==> src/rtl/core/swpc_pkg.sv <==
// Shared types, constants and CRC-8 function of the sensor word pair CRC checker.
package swpc_pkg;

   localparam int unsigned BYTE_W   = 8;
   localparam int unsigned WORD_W   = 16;
   localparam int unsigned STATUS_W = 2;
   localparam int unsigned REQ_DATA_W = 8;
   localparam int unsigned RSP_DATA_W = 40;

   localparam logic [BYTE_W-1:0] CRC_POLY = 8'h31;
   localparam logic [BYTE_W-1:0] CRC_INIT = 8'hFF;
   localparam logic [BYTE_W-1:0] CRC_TOP  = 8'h80;

   localparam logic [STATUS_W-1:0] STATUS_OK       = 2'd0;
   localparam logic [STATUS_W-1:0] STATUS_TEMP_BAD = 2'd1;
   localparam logic [STATUS_W-1:0] STATUS_HUM_BAD  = 2'd2;

   typedef enum logic [2:0] {
      POS_T_HI  = 3'd0,
      POS_T_LO  = 3'd1,
      POS_T_CRC = 3'd2,
      POS_H_HI  = 3'd3,
      POS_H_LO  = 3'd4,
      POS_H_CRC = 3'd5
   } pos_type;

   typedef struct packed {
      logic                valid;
      logic [WORD_W-1:0]   temperature_raw;
      logic [WORD_W-1:0]   humidity_raw;
      logic [STATUS_W-1:0] check_status;
   } result_type;

   function automatic logic [BYTE_W-1:0] crc8_byte(
      input logic [BYTE_W-1:0] crc,
      input logic [BYTE_W-1:0] data
   );
      logic [BYTE_W-1:0] c;
      c = crc ^ data;
      for (int k = 0; k < BYTE_W; k++) begin
         if ((c & CRC_TOP) != '0) begin
            c = {c[BYTE_W-2:0], 1'b0} ^ CRC_POLY;
         end else begin
            c = {c[BYTE_W-2:0], 1'b0};
         end
      end
      return c;
   endfunction

endpackage

==> src/rtl/core/swpc_parser.sv <==
// Byte position tracking, running CRC-8 and word assembly of the sensor reply.
module swpc_parser (
   input  logic                        clock,
   input  logic                        reset,
   input  logic                        step,
   input  logic [swpc_pkg::BYTE_W-1:0] rx_byte,
   input  logic                        frame_start,
   output swpc_pkg::result_type        result
);

   swpc_pkg::pos_type pos_ff, pos_in, pos_cur;
   logic [swpc_pkg::BYTE_W-1:0] crc_ff, crc_in, crc_base, crc_next;
   logic [swpc_pkg::WORD_W-1:0] temp_word_ff, temp_word_in;
   logic [swpc_pkg::BYTE_W-1:0] hum_hi_ff, hum_hi_in;
   logic [swpc_pkg::BYTE_W-1:0] hum_lo_ff, hum_lo_in;
   logic temp_ok_ff, temp_ok_in;

   assign pos_cur  = frame_start ? swpc_pkg::POS_T_HI : pos_ff;
   assign crc_base = (pos_cur == swpc_pkg::POS_T_LO || pos_cur == swpc_pkg::POS_H_LO)
                     ? crc_ff : swpc_pkg::CRC_INIT;
   assign crc_next = swpc_pkg::crc8_byte(crc_base, rx_byte);

   // next position
   always_comb begin
      pos_in = pos_ff;
      if (step) begin
         unique case (pos_cur)
            swpc_pkg::POS_T_HI:  pos_in = swpc_pkg::POS_T_LO;
            swpc_pkg::POS_T_LO:  pos_in = swpc_pkg::POS_T_CRC;
            swpc_pkg::POS_T_CRC: pos_in = swpc_pkg::POS_H_HI;
            swpc_pkg::POS_H_HI:  pos_in = swpc_pkg::POS_H_LO;
            swpc_pkg::POS_H_LO:  pos_in = swpc_pkg::POS_H_CRC;
            swpc_pkg::POS_H_CRC: pos_in = swpc_pkg::POS_T_HI;
            default:             pos_in = swpc_pkg::POS_T_LO;
         endcase
      end
   end

   // datapath and result
   always_comb begin
      crc_in       = crc_ff;
      temp_word_in = temp_word_ff;
      hum_hi_in    = hum_hi_ff;
      hum_lo_in    = hum_lo_ff;
      temp_ok_in   = temp_ok_ff;
      result.valid           = (pos_cur == swpc_pkg::POS_H_CRC);
      result.temperature_raw = temp_word_ff;
      result.humidity_raw    = {hum_hi_ff, hum_lo_ff};
      if (!temp_ok_ff) begin
         result.check_status = swpc_pkg::STATUS_TEMP_BAD;
      end else if (crc_ff != rx_byte) begin
         result.check_status = swpc_pkg::STATUS_HUM_BAD;
      end else begin
         result.check_status = swpc_pkg::STATUS_OK;
      end
      if (step) begin
         unique case (pos_cur)
            swpc_pkg::POS_T_HI: begin
               crc_in       = crc_next;
               temp_word_in = {rx_byte, 8'h00};
            end
            swpc_pkg::POS_T_LO: begin
               crc_in       = crc_next;
               temp_word_in = {temp_word_ff[15:8], rx_byte};
            end
            swpc_pkg::POS_T_CRC: begin
               temp_ok_in = (crc_ff == rx_byte);
               crc_in     = swpc_pkg::CRC_INIT;
            end
            swpc_pkg::POS_H_HI: begin
               crc_in    = crc_next;
               hum_hi_in = rx_byte;
            end
            swpc_pkg::POS_H_LO: begin
               crc_in    = crc_next;
               hum_lo_in = rx_byte;
            end
            swpc_pkg::POS_H_CRC: begin
               crc_in = swpc_pkg::CRC_INIT;
            end
            default: begin
               crc_in       = crc_next;
               temp_word_in = {rx_byte, 8'h00};
            end
         endcase
      end
   end

   always_ff @(posedge clock) begin
      if (reset) begin
         pos_ff       <= swpc_pkg::POS_T_HI;
         crc_ff       <= swpc_pkg::CRC_INIT;
         temp_word_ff <= '0;
         hum_hi_ff    <= '0;
         hum_lo_ff    <= '0;
         temp_ok_ff   <= 1'b0;
      end else begin
         pos_ff       <= pos_in;
         crc_ff       <= crc_in;
         temp_word_ff <= temp_word_in;
         hum_hi_ff    <= hum_hi_in;
         hum_lo_ff    <= hum_lo_in;
         temp_ok_ff   <= temp_ok_in;
      end
   end

   a_wrap_after_result: assert property (@(posedge clock) disable iff (reset)
      (step && result.valid) |=> (pos_ff == swpc_pkg::POS_T_HI && crc_ff == swpc_pkg::CRC_INIT))
      else $error("position or CRC not restarted after a result");

   a_start_resync: assert property (@(posedge clock) disable iff (reset)
      (step && frame_start) |=> (pos_ff == swpc_pkg::POS_T_LO))
      else $error("frame start did not resync the byte position");

   a_temp_bad_flag: assert property (@(posedge clock) disable iff (reset)
      (result.valid && result.check_status == swpc_pkg::STATUS_TEMP_BAD) |-> !temp_ok_ff)
      else $error("temperature mismatch reported with a good temperature CRC");

endmodule

==> src/rtl/core/sensor_word_pair_crc_checker_unit.sv <==
// Top level of the sensor word pair CRC checker: stream ports, input and result registers.
//
// Usage: feed the six bytes of a sensor measurement reply on the req_ stream,
// one byte per transfer: temperature high, low, CRC, humidity high, low, CRC.
// req_tuser[0] marks the first byte of a reply and resyncs the byte position;
// a partly received reply is then dropped. Each word is checked with CRC-8
// (poly 0x31, init 0xFF). On the sixth byte one transfer leaves on rsp_:
// both raw words and a status (0 ok, 1 temperature mismatch, 2 humidity
// mismatch; temperature wins when both fail). Other bytes give no transfer.
// A result reaches rsp_tvalid through the input register, then the result
// register. The unit takes one byte per cycle while not stalled, as the
// CRC-8 byte step between the two registers is combinational.
// Reset (synchronous, active high) empties both registers and restarts the
// byte position at the first byte. When the receiver stalls, the result is
// held and the input register keeps accepting bytes that give no result;
// req_tready drops only when a new result would have to pass a held one.
module sensor_word_pair_crc_checker_unit (
   input  logic                            clock,
   input  logic                            reset,
   input  logic                            req_tvalid,
   output logic                            req_tready,
   input  logic [swpc_pkg::REQ_DATA_W-1:0] req_tdata,  // [7:0] rx_byte
   input  logic [0:0]                      req_tuser,  // [0] frame_start
   output logic                            rsp_tvalid,
   input  logic                            rsp_tready,
   // [15:0] temperature_raw, [31:16] humidity_raw, [33:32] check_status, [39:34] zero
   output logic [swpc_pkg::RSP_DATA_W-1:0] rsp_tdata
);

   logic in_valid_ff, in_valid_in;
   logic [swpc_pkg::BYTE_W-1:0] in_byte_ff;
   logic in_start_ff;
   logic out_valid_ff, out_valid_in;
   logic [swpc_pkg::RSP_DATA_W-1:0] out_data_ff;
   logic stall, step;
   swpc_pkg::result_type result;

   // hold the input byte only when its result would overwrite a waiting one
   assign stall       = in_valid_ff && (in_start_ff ? 1'b0 : 1'b1) && out_valid_ff
                        && !rsp_tready && result.valid;
   assign step        = in_valid_ff && !stall;
   assign req_tready  = !in_valid_ff || !stall;
   assign in_valid_in = req_tready ? req_tvalid : in_valid_ff;

   always_comb begin
      out_valid_in = out_valid_ff;
      if (rsp_tready) begin
         out_valid_in = 1'b0;
      end
      if (step && result.valid) begin
         out_valid_in = 1'b1;
      end
   end

   swpc_parser u_parser (
      .clock       (clock),
      .reset       (reset),
      .step        (step),
      .rx_byte     (in_byte_ff),
      .frame_start (in_start_ff),
      .result      (result)
   );

   always_ff @(posedge clock) begin
      if (reset) begin
         in_valid_ff  <= 1'b0;
         out_valid_ff <= 1'b0;
      end else begin
         in_valid_ff  <= in_valid_in;
         out_valid_ff <= out_valid_in;
      end
   end

   always_ff @(posedge clock) begin
      if (req_tready && req_tvalid) begin
         in_byte_ff  <= req_tdata[swpc_pkg::BYTE_W-1:0];
         in_start_ff <= req_tuser[0];
      end
      if (step && result.valid) begin
         out_data_ff <= {6'b0, result.check_status, result.humidity_raw,
                         result.temperature_raw};
      end
   end

   assign rsp_tvalid = out_valid_ff;
   assign rsp_tdata  = out_data_ff;

endmodule

==> config.mk <==
export PLATFORM = sky130hd
export DESIGN_NAME = sensor_word_pair_crc_checker_unit
export DESIGN_NICKNAME = d
export VERILOG_FILES = /design/src/rtl/core/swpc_pkg.sv /design/src/rtl/core/swpc_parser.sv /design/src/rtl/core/sensor_word_pair_crc_checker_unit.sv
export SDC_FILE = /design/constraint.sdc
export NUM_CORES = 1
export LEC_CHECK = 0
export BUFFER_PORTS_ARGS = -buffer_cell sky130_fd_sc_hd__clkbuf_2
export CAP_MARGIN = 10
export CORE_ASPECT_RATIO = 1.2
export CORE_MARGIN = 5
export CORE_UTILIZATION = 48
export CTS_CLUSTER_DIAMETER = 100
export CTS_CLUSTER_SIZE = 12
export DETAILED_ROUTE_END_ITERATION = 8
export PLACE_DENSITY_LB_ADDON = 0.25
export SLEW_MARGIN = 20
export SYNTH_ARGS = -nofsm -noshare
export SYNTH_HDL_FRONTEND = slang
export SYNTH_SLANG_ARGS = --single-unit
==> constraint.sdc <==
create_clock -name clock -period 4.3 [get_ports clock]
set_clock_uncertainty 0.15 [all_clocks]
set_input_delay 0.215 -clock clock [delete_from_list [all_inputs] [get_ports clock]]
set_output_delay 0.215 -clock clock [all_outputs]
set_load 0.01 [all_outputs]
==> flow_summary.ini, run 1 <==
[yosys]
synth_flop_cell = dfxtp_1
avgSynthCellArea_um2 = 10.8
synth_edf_count = 43
async_flop_share = 0
yosys-top-cells-count = 47 x nand2_1, 46 x dfxtp_1, 43 x edfxtp_1
synth_area_leaders = edfxtp_1 35%, dfxtp_1 25%, a21oi_1 5.2%
netlist.area_leader.share = 0.346
yosysSeqAreaShare = 0.592
synthMostInstantiatedCell = nand2_1
synthCells = 345
ys_types = 48
ys_ff_latch = 89
yosysTopAreaCell = edfxtp_1
yosysWarnings = 0
syn-cell-area_um2 = 3730

[layout]
drive_above_1_share = 0.189
nNetsFinal = 400
fin_util = 0.558
fillers = 687
diodes = 0
syn_to_final_growth_pct = 13.9

[job]
drv_cap = 0

[place]
preCtsSetupSlack_ns = 1.62
numPortBuffers = 48
dp_hpwl_mm = 4.78
finalWeightedCongestion = 0.869

[floorplanning]
dieArea_um2 = 9650
die_y_um = 107
ios = 55
start_util = 0.490
die_x_um = 90.5
rows = 35
coreArea_um2 = 7620

[critical_path]
slowest_delay_ns = 0.54
start_kind = flip-flop
rr_startpoint = in_start_ff
worstPathArrival_ns = 2.81
endpoint_kind = flip-flop
r2r_slack_ns = 1.56
startpoint = in_start_ff
critPathSlowestCell = or4_1
reg2reg_to = u_parser.crc_ff[5]
r2r_cells = 6
path_cells = or2_1 > or4_1 > o211a_1 > or4_4 > a21oi_1 > a311oi_2
crit_required_ns = 4.37
crit_path_end = u_parser.crc_ff[5]
worstSetupPathType = reg2reg
critPathMaxFanout = 20

[clock_network]
cts_setup_buffers = 0
cts.path.max_buffers = 2
cts_tree = done
cts.clk_slew.worst_paths_ns = 0.08
clk_latency_ns = 0.36
htree_levels = 3
cts_buffers = 9
numClockSinks = 89
clockRootBuffer = clkbuf_8

[route]
wl_per_cell_um = 15.5
num_vias = 2628
vias_per_cell = 5.43
drc = 0
ant_nets = 0
wirelength_mm = 7.50
drt-pass1-iter-count = 4
initialDrtViolationCount = 155

[hold_path]
hold_path_class = in2reg

[status]
status = finished, final reports clean

[timing]
tightest_slew_ns = 0.996
min_period_ns = 2.74
maxSlewViolCount = 0
setup_ws_ns = 1.56
fmax_mhz = 365
setup_viol = 0
fin_hold_ws_ns = 0.0699
relSlewSlack = 0.333
rsz0062_at_grt = no
period_share = 0.637
hold_viol = 0
final.setup.tns_ns = 0

[power_and_ir_drop]
p_leak_nw = 1.49
ir_worst_vdd_uv = 231
p_per_area_nw_per_um2 = 390

[grt]
grt.busiest_layer = met2
grt_max_degree = 51
grt_overflow = 0
grt_use_met3 = 0.0358
gr-usage-met2 = 0.258
gr-usage-met1 = 0.201
grt_pass1_wl_mm = 12.2
grt_util_all_layers = 0.159
grt_pass1_vias = 2520
antenna_found_initial = 0
==> stage by stage <==
step | area [um^2] | power [mW] | cells
2_1_floorplan | 3750 | 1.07 | 350
3_3_place_gp | 3950 | 1.09 | 458
3_5_place_dp | 3950 | 1.09 | 458
4_1_cts | 4250 | 1.67 | 484
5_1_grt | 4250 | 1.73 | 484
6_report | 4250 | 1.66 | 484
==> cells by family (layout without fill, tap and decap cells) <==
family / count (synthesis) / count (layout) / synth area share
AOI/OAI and AO/OA: 83 / 83 / 0.139
xor gates and xnor gates: 23 / 23 / 0.0663
buffers and inverters: 36 / 78 / 0.0489
DFF: 89 / 89 / 0.592
muxes: 1 / 1 / 0.00301
other: 1 / 6 / 0.00100
and+or+nand+nor: 112 / 112 / 0.149
==> routing by layer <==
| layer | wire, um | share of wire | vias to the layer above |
|---|---|---|---|
| met2 | 3620 | 0.48 | 88 |
| met3 | 541 | 0.072 | 17 |
| met1 | 3180 | 0.42 | 1217 |
| met4 | 161 | 0.021 | 0 |
| met5 | 0 | 0 | - |
| li1 | - | - | 1306 |
==> placed cells by master (no fill, tap or decap), types with 3 or more instances in the layout <==
cell,count
nor4_1,4
nand2b_1,6
nor3_1,6
conb_1,6
or4_1,5
clkbuf_2,48
a21oi_1,39
o31a_1,3
dfxtp_1,46
nor2_1,12
dlygate4sd3_1,10
a31oi_1,3
o211a_1,3
and2_1,3
o22ai_1,5
nand2_1,47
inv_1,3
o31ai_1,5
o21ai_0,10
a211oi_1,3
nand3_1,17
clkbuf_8,9
xnor2_1,9
xor2_1,11
edfxtp_1,43
==> state kept, by name, indices dropped and copies added (netlist names), 3 cells and up <==
register and cells:
in_byte_ff 8, rsp_tdata 34, u_parser.crc_ff 8, u_parser.hum_hi_ff 8, u_parser.hum_lo_ff 8, u_parser.pos_ff 3, u_parser.temp_word_ff 16
==> report_power, final <==
| part | total [mW] | switching, mW | internal (mW) |
|---|---|---|---|
| logic | 0.138 | 0.0725 | 0.0651 |
| clock network | 0.577 | 0.300 | 0.276 |
| registers | 0.944 | 0.0403 | 0.903 |
==> area by class of cell <==
type / count / area [um^2] / area share
well taps: 92 / 115 / 0.0271
repair buffers: 59 / 348 / 0.0818
multi-input cells: 225 / 1360 / 0.320
inverters: 3 / 11.3 / 0.00265
flip-flops and latches: 89 / 2210 / 0.520
clock buffers: 10 / 128 / 0.0300
clock inverters: 6 / 78.8 / 0.0185
==> worst max-delay path, delay by kind of cell (launching register included) <==
family,cells,cell delay (ns)
AND/OR/NAND/NOR,3,1.55
flip-flops,1,0.48
AO/OA/AOI/OAI,3,0.41
==> how the worst min path moves through the flow <==
| stage | start | cells after the start | slack (ns) | endpoint |
|---|---|---|---|---|
| CTS | rsp_tready | 4 | 0.06 | rsp_tvalid |
| finish | rsp_tready | 4 | 0.07 | rsp_tvalid |
| global route | rsp_tready | 4 | 0.13 | rsp_tvalid |
| global placement | req_tdata[5] | 1 | 0.24 | in_byte_ff[5] |
| detailed placement | req_tdata[2] | 1 | 0.24 | in_byte_ff[2] |
| floorplan | req_tdata[0] | 0 | 0.16 | in_byte_ff[0] |
==> repair_timing <==
action / in CTS / in global routing
hold buffers: 10 / 0
hold endpoints to repair: 10 / 0
gates resized for setup: 0 / 0
(Power assumes the default switching activity.)
==> inputs of run 2 (changes only) <==
- clock period: 4.3 -> 2.3 ns (I/O delays scaled with it)
==> run 2 against run 1 <==
Largest cell class unchanged. Critical path depth up 1. Total power is 93% higher. Via count grew 5.1%. Maximum frequency increased by 17%. The flow now finishes with violations (negative setup slack). Utilization up 5.0 points. Combinational power rose to 2.8 times the previous value. Wire length up 12%. Cell area is 8.9% higher.
==> flow_summary.ini, run 2 (synthesis results as in run 1) <==
[critical_path]
crit_required_ns = 2.38
worstPathArrival_ns = 2.41
start_kind = flip-flop
critPathMaxFanout = 4
endpoint_kind = flip-flop
cp_common_cell = or4_4
r2r_cells = 7
r2r_slack_ns = -0.03
critPathSlowestCell = or4_4
reg2reg_to = u_parser.crc_ff[5]
worstSetupPathType = reg2reg
rr_startpoint = in_start_ff
slowest_delay_ns = 0.45
path_cells = or2_4 > buf_6 > or4_4 > and4_4 > or4_4 > a21oi_2 > a311oi_2

[place]
numPortBuffers = 48
dp_hpwl_mm = 5.77
finalWeightedCongestion = 0.883
preCtsSetupSlack_ns = -0.0279
place_area_um2 = 4240

[power_and_ir_drop]
finalPower_mw = 3.21
pwr-share-clk = 0.340
power.switching_uw = 818
ir_worst_vdd_uv = 403
power.share.switching = 0.255
p_int_mw = 2.39
p_leak_nw = 1.70
power_frac_seq = 0.541
combinationalPowerShare = 0.119
p_per_area_nw_per_um2 = 692

[clock_network]
cts.path.max_buffers = 2
clockRootBuffer = clkbuf_8
cts_tree = done
cts_buffers = 9
clk_latency_ns = 0.36
numClockSinks = 89
htree_levels = 3
cts.clk_slew.worst_paths_ns = 0.09

[grt]
grt_pass1_wl_mm = 13.4
grt_max_degree = 35
grt_pass1_vias = 2629
antenna_found_initial = 0
grt_overflow = 0
grt_util_all_layers = 0.177

[route]
num_vias = 2763
ant_nets = 0
vias_per_cell = 5.29
drt-pass1-iter-count = 6
wirelength_mm = 8.38
wl_per_cell_um = 16.0
initialDrtViolationCount = 162
drc = 0

[layout]
diodes = 0
final_cell_mix = 48 x clkbuf_2, 47 x nand2_1, 44 x dfxtp_1
largest_reg_flops = 34
syn_to_final_growth_pct = 24.1
multiInputGateArea_um2 = 1430
fillers = 658
nNetsFinal = 438
drive_above_1_share = 0.293
ff_latch_area_um2 = 2210
final_area_um2 = 4630
fin_util = 0.608
layout_commonest_cell = clkbuf_2

[timing]
tightest_slew_ns = 0.949
setup_ws_ns = -0.0321
fmax_mhz = 429
hold_viol = 0
relSlewSlack = 0.364
period_share = 1.01
setup_viol = 2
maxSlewViolCount = 0
min_period_ns = 2.33
final.setup.tns_ns = -0.0454
rsz0062_at_grt = yes

[job]
drv_cap = 0

[hold_path]
hold_path_class = in2reg
min_to = u_parser.hum_lo_ff[5]
hold_depth = 2
hold_start = reset

[floorplanning]
rows = 35
die_x_um = 90.5
die_y_um = 107
coreArea_um2 = 7620
ios = 55
dieArea_um2 = 9650
start_util = 0.490

[status]
status = complete, but fails checks
violations = negative setup slack
run 2: cell type report:
class	count	area share
multi-input cells	225	0.309
clock inverters	6	0.0170
clock buffers	10	0.0275
flip-flops and latches	89	0.478
well taps	92	0.0248
inverters	3	0.00243
repair buffers	97	0.142
run 2: worst max-delay path by stage:
| stage | start | to | slack (ns) | depth (start not counted) |
|---|---|---|---|---|
| 3_3_place_gp | in_start_ff | u_parser.crc_ff[4] | -0.006 | 7 |
| 6_report | in_start_ff | u_parser.crc_ff[5] | -0.03 | 7 |
| 2_1_floorplan | in_start_ff | u_parser.crc_ff[5] | -0.06 | 8 |
| 4_1_cts | in_start_ff | u_parser.crc_ff[4] | -0.03 | 7 |
| 5_1_grt | u_parser.pos_ff[0] | u_parser.crc_ff[5] | -0.13 | 5 |
| 3_5_place_dp | in_start_ff | u_parser.crc_ff[6] | -0.03 | 7 |
run 2: worst max-delay path, delay by kind of cell (launching register included):
kind                   cells  cell delay [ns]
AO/OA/AOI/OAI              2             0.20
buffers and inverters      1             0.12
AND/OR/NAND/NOR            4             1.34
flip-flops                 1             0.39
run 2: power groups by stage:
stage          clock (mW)  combinational, mW  sequential (mW)
2_1_floorplan           0              0.249             1.74
3_3_place_gp            0              0.339             1.77
3_5_place_dp            0              0.341             1.77
4_1_cts              1.11              0.363             1.73
5_1_grt              1.20              0.411             1.74
6_report             1.09              0.382             1.73
run 2: metrics by stage:
stage / instances / hold slack [ns]
final: 522 / 0.0197
after global placement: 494 / 0.141
after floorplan: 350 / 0.0639
after CTS: 521 / 0.00222
after detailed placement: 494 / 0.144
after global routing: 522 / 0.0398
run 2: routing by layer:
layer | global-route usage | vias to the layer above | share of wire
li1 | - | 1382 | -
met1 | 0.215 | 1302 | 0.43
met2 | 0.302 | 66 | 0.51
met3 | 0.0449 | 13 | 0.047
met4 | 0.0681 | 0 | 0.018
met5 | 0 | - | 0
run 2: timing repair:
item                                   in CTS  in global routing
pin swaps                                   4                  8
endpoints found under the hold margin      11                  0
buffers inserted                            0                  1
resized for setup                           5                 12
setup endpoints to repair                   4                  6
hold buffers                               11                  0
